[config.mk]
export PLATFORM = sky130hd
export DESIGN_NAME = pli_div
export DESIGN_NICKNAME = d
export VERILOG_FILES = /design/src/design/pli_pkg.sv /design/src/design/pli_div.sv
export SDC_FILE = /design/constraint.sdc
export NUM_CORES = 1
export LEC_CHECK = 0
export BUFFER_PORTS_ARGS = -buffer_cell sky130_fd_sc_hd__buf_2
export CAP_MARGIN = 20
export CORE_MARGIN = 3
export CORE_UTILIZATION = 25
export DETAILED_ROUTE_END_ITERATION = 7
export SYNTH_ARGS = -nofsm -noshare
export SYNTH_HDL_FRONTEND = slang
export SYNTH_SLANG_ARGS = --single-unit
[constraint.sdc]
create_clock -name i_clk -period 6.8 [get_ports i_clk]
set_clock_uncertainty 0.15 [all_clocks]
set_input_delay 0.34 -clock i_clk [delete_from_list [all_inputs] [get_ports i_clk]]
set_output_delay 0.34 -clock i_clk [all_outputs]
set_load 0.03 [all_outputs]
[src/design/pli_pkg.sv]
// ----------------------------------------------------------------------------
// pli_pkg
// shared constants and codes for the piecewise linear interpolator
// ----------------------------------------------------------------------------
package pli_pkg;
    localparam int TABLE_DEPTH_DEF = 64;
    localparam int VAL_W = 32;

    typedef enum logic [1:0] {
        ST_VALID  = 2'd0,
        ST_EMPTY  = 2'd1,
        ST_FULL   = 2'd2,
        ST_STORED = 2'd3
    } t_status;

    localparam logic KIND_ADD  = 1'b0;
    localparam logic KIND_EVAL = 1'b1;
endpackage

[src/design/pli_div.sv]
// ----------------------------------------------------------------------------
// pli_div
// serial signed divide, 64-bit numerator by positive 33-bit divisor,
// one quotient bit per cycle, truncating toward zero
// ----------------------------------------------------------------------------
module pli_div (
    input  logic               i_clk,
    input  logic               i_rst_n,
    input  logic               i_start,
    input  logic signed [63:0] i_num,
    input  logic        [32:0] i_den,
    output logic               o_done,
    output logic signed [31:0] o_quot
);
    import pli_pkg::*;

    logic [63:0] r_q, n_q;
    logic [33:0] r_rem, n_rem;
    logic [32:0] r_den;
    logic [6:0]  r_cnt;
    logic        r_neg, r_busy, r_done;
    logic [33:0] w_try;
    logic [63:0] w_neg_q;

    assign w_try   = {r_rem[32:0], r_q[63]} - {1'b0, r_den};
    assign w_neg_q = -r_q;
    assign o_done  = r_done;
    assign o_quot  = r_neg ? w_neg_q[VAL_W-1:0] : r_q[VAL_W-1:0];

    // one restoring step per cycle
    always_comb begin
        n_rem = {r_rem[32:0], r_q[63]};
        n_q   = {r_q[62:0], 1'b0};
        if (!w_try[33]) begin
            n_rem = w_try;
            n_q[0] = 1'b1;
        end
    end

    always_ff @(posedge i_clk) begin
        r_done <= 1'b0;
        if (!i_rst_n) begin
            r_busy <= 1'b0;
            r_cnt  <= '0;
        end else if (i_start) begin
            r_busy <= 1'b1;
            r_cnt  <= 7'd0;
            r_rem  <= '0;
            r_q    <= i_num[63] ? -i_num : i_num;
            r_neg  <= i_num[63];
            r_den  <= i_den;
        end else if (r_busy) begin
            r_rem <= n_rem;
            r_q   <= n_q;
            r_cnt <= r_cnt + 7'd1;
            if (r_cnt == 7'd63) begin
                r_busy <= 1'b0;
                r_done <= 1'b1;
            end
        end
    end
endmodule

==> impl_metrics.tcl <==
set metrics [dict create \
    status "finished clean" \
    ir_worst_vdd_mv 0.145 \
    root_buffer "clkbuf_16" \
    fill_cells 3879 \
    critPathArrivalTime_ns 3.65 \
    avgRoutedWirePerCell_microns 15.4 \
    gp_congestion 0.886 \
    dr.pass1.iters 5 \
    synth_top_cells_by_count "131 x edfxtp_1, 131 x nor2_1, 94 x a21oi_1" \
    cp_slowest_cell "o41ai_1" \
    p_leak_uw 0.00442 \
    htreeDepth 4 \
    fin_setup_tns_ns 0 \
    path_cells "or4_1 -> nor3_1 -> nand2_1 -> or4_1 -> o41ai_1 -> nand2_1 -> xor2_1 -> buf_2" \
    ys_seq_area_frac 0.440 \
    io_buffers 132 \
    setup_viol 0 \
    timing_worst_setup_path_type "register to primary output" \
    placed_area_sq_um 10500 \
    cp-end-kind "primary output" \
    postSynthRegisterBits 140 \
    cellPowerDensity_nw_per_um2 250 \
    path_buf_inv 1 \
    grt_pass1_vias 7595 \
    timing.rr.start "r_rem[5]" \
    num_vias 7795 \
    wirelength_microns 24800 \
    die_w_microns 199 \
    dpl.cell_count 1546 \
    netlist_instances 977 \
    die-area_sq_um 39800 \
    cts_tree "built" \
    instances_no_fill 1612 \
    io_pins 133 \
    period_needed_ns 4.14 \
    crit_family "simple AND/OR/NAND/NOR gates" \
    drt.antenna.violating_nets 0 \
    yosys.area.top_type "edfxtp_1" \
    vias_per_cell 4.84 \
    drv_slew 0 \
    async_reset_ff_frac 0 \
    hold_path.class "primary input to register" \
    grt_use_total 0.126 \
    max_slew.worst_pin.slew_ns 1.12 \
    post_cts_buffers 0 \
    synth_area_leaders "edfxtp_1 42%, xor2_1 6.6%, nor2_1 5.3%" \
    worstSkewPairLatency_ns 0.43 \
    drive_gt1_frac 0.165 \
    hold_start "i_rst_n" \
    period_share 0.608 \
    synth_nets 1114 \
    worstPathMaxFanout 5 \
    worst_ep_required_time_ns 6.31 \
    grt_max_degree 93 \
    fmax_ghz 0.242 \
    cts-resized-gates 0 \
    core_sq_um 36800 \
    synth_top_area_frac 0.421 \
    drc_errors 0 \
    fp-row-count 70 \
    synth_enable_flop_cells 131 \
    start_kind "register" \
    slowest_delay_ns 0.75 \
    cts_buffer_depth 2 \
    initial_utilization 0.254 \
    hpwl_microns 18100 \
    synth_ff_type "edfxtp_1" \
    max_slew_margin 0.251 \
    clock_sinks 140 \
    ys_types 65 \
    cts_made_buffers 17 \
    cp-startpoint "r_q[8]" \
    overflow 0 \
    syn_to_final_growth_pct 22.3 \
    path_clk_slew_ns 0.06 \
    drv_cap 0 \
    antenna_found_initial 7 \
    netlist_area_sq_um 9350 \
    die_y_microns 199 \
    rsz0062_at_grt "false" \
    postSynthAreaPerCell_sq_um 9.57 \
    grt_pass1_wl_microns 39700 \
    fin_nets 1267 \
    drtIter0Drc 337 \
    hold_violations 0 \
    final_cell_area_sq_um 11400 \
    yosysWarnings 0 \
]
-- cell type report --
type	count	area, sq um	area share
Clock inverter	11	191	0.0167
Clock buffer	20	437	0.0382
Multi-Input combinational cell	752	4890	0.427
Tap cell	468	586	0.0512
Timing Repair Buffer	171	1040	0.0908
Antenna cell	2	5.00	0.000437
Sequential cell	140	4110	0.360
Inverter	48	180	0.0157
-- worst reg2reg max path, stage by stage, from the launching register on --
cell and delay, ns:
edfxtp_1 0.39, ha_1 0.40, a21oi_1 0.09, o21ai_0 0.39, a22oi_1 0.12, nand3_1 0.20
a32oi_1 0.16, xnor2_2 0.87, buf_4 0.52, mux2i_1 0.29, nor2_1 0.06
-- power by group --
group	internal [uW]	switching [uW]	leakage (uW)
clock network	649	373	0.000300
logic	310	449	0.00281
registers	1040	42.8	0.00132
-- path summary, 6_finish.rpt --
| path | endpoint | slack [ns] | cells past startpoint |
|---|---|---|---|
| worst min-delay path | o_done | 0.09 | 2 |
| worst min register to register | r_cnt[5] | 0.33 | 2 |
| worst max-delay path | o_quot[29] | 2.66 | 8 |
| worst max register to register | r_rem[14] | 2.86 | 10 |
-- routing by layer --
layer,vias to the layer above,GRT usage,part of all wire
li1,3871,-,-
met1,3693,0.165,0.47
met2,194,0.203,0.46
met3,27,0.0369,0.060
met4,10,0.0357,0.014
met5,-,0,0.0025
-- what timing repair did --
item,in CTS,in global routing
endpoints found under the setup margin,0,0
hold endpoints to repair,33,0
hold buffers,33,0
-- registers in the layout (all words and copies together) (netlist names) --
| register | count |
|---|---|
| o_done | 1 |
| r_busy | 1 |
| r_cnt | 7 |
| r_den | 33 |
| r_neg | 1 |
| r_q | 64 |
| r_rem | 33 |
-- cells by family after synthesis --
family          share of synthesized area
compound gates                      0.161
mux                                0.0349
flops                               0.440
xor+xnor                            0.111
buf+inv                            0.0389
fa+ha+maj                          0.0503
simple gates                        0.164
-- placed cells by master, fill, tap and decap left out, types with 8 or more instances in the layout --
cell             n
a21o_1          10
a21oi_1         94
buf_2          131
clkbuf_16       17
dfxtp_1          9
dlygate4sd3_1   33
edfxtp_1       131
ha_1            36
inv_1           48
mux2i_1         27
nand2_1         77
nand3_1         16
nand4_1          8
nor2_1         131
nor3_1          15
nor4_1          11
o21a_1          10
o21ai_0         45
o31ai_1         26
o41ai_1         11
or3_1           14
or4_1           10
xnor2_1         48
xor2_1          70
-- metrics by stage --
step	setup WS, ns	power (uW)	hold WS (ns)	util
final	2.66	2860	0.0872	0.311
after detailed placement	2.86	1850	0.330	0.285
after global routing	2.40	3020	0.0653	0.311
after global placement	2.89	1830	0.321	0.285
after floorplan	3.31	1650	0.289	-
after CTS	2.59	2900	0.0534	0.311
(Power assumes the default switching activity.)
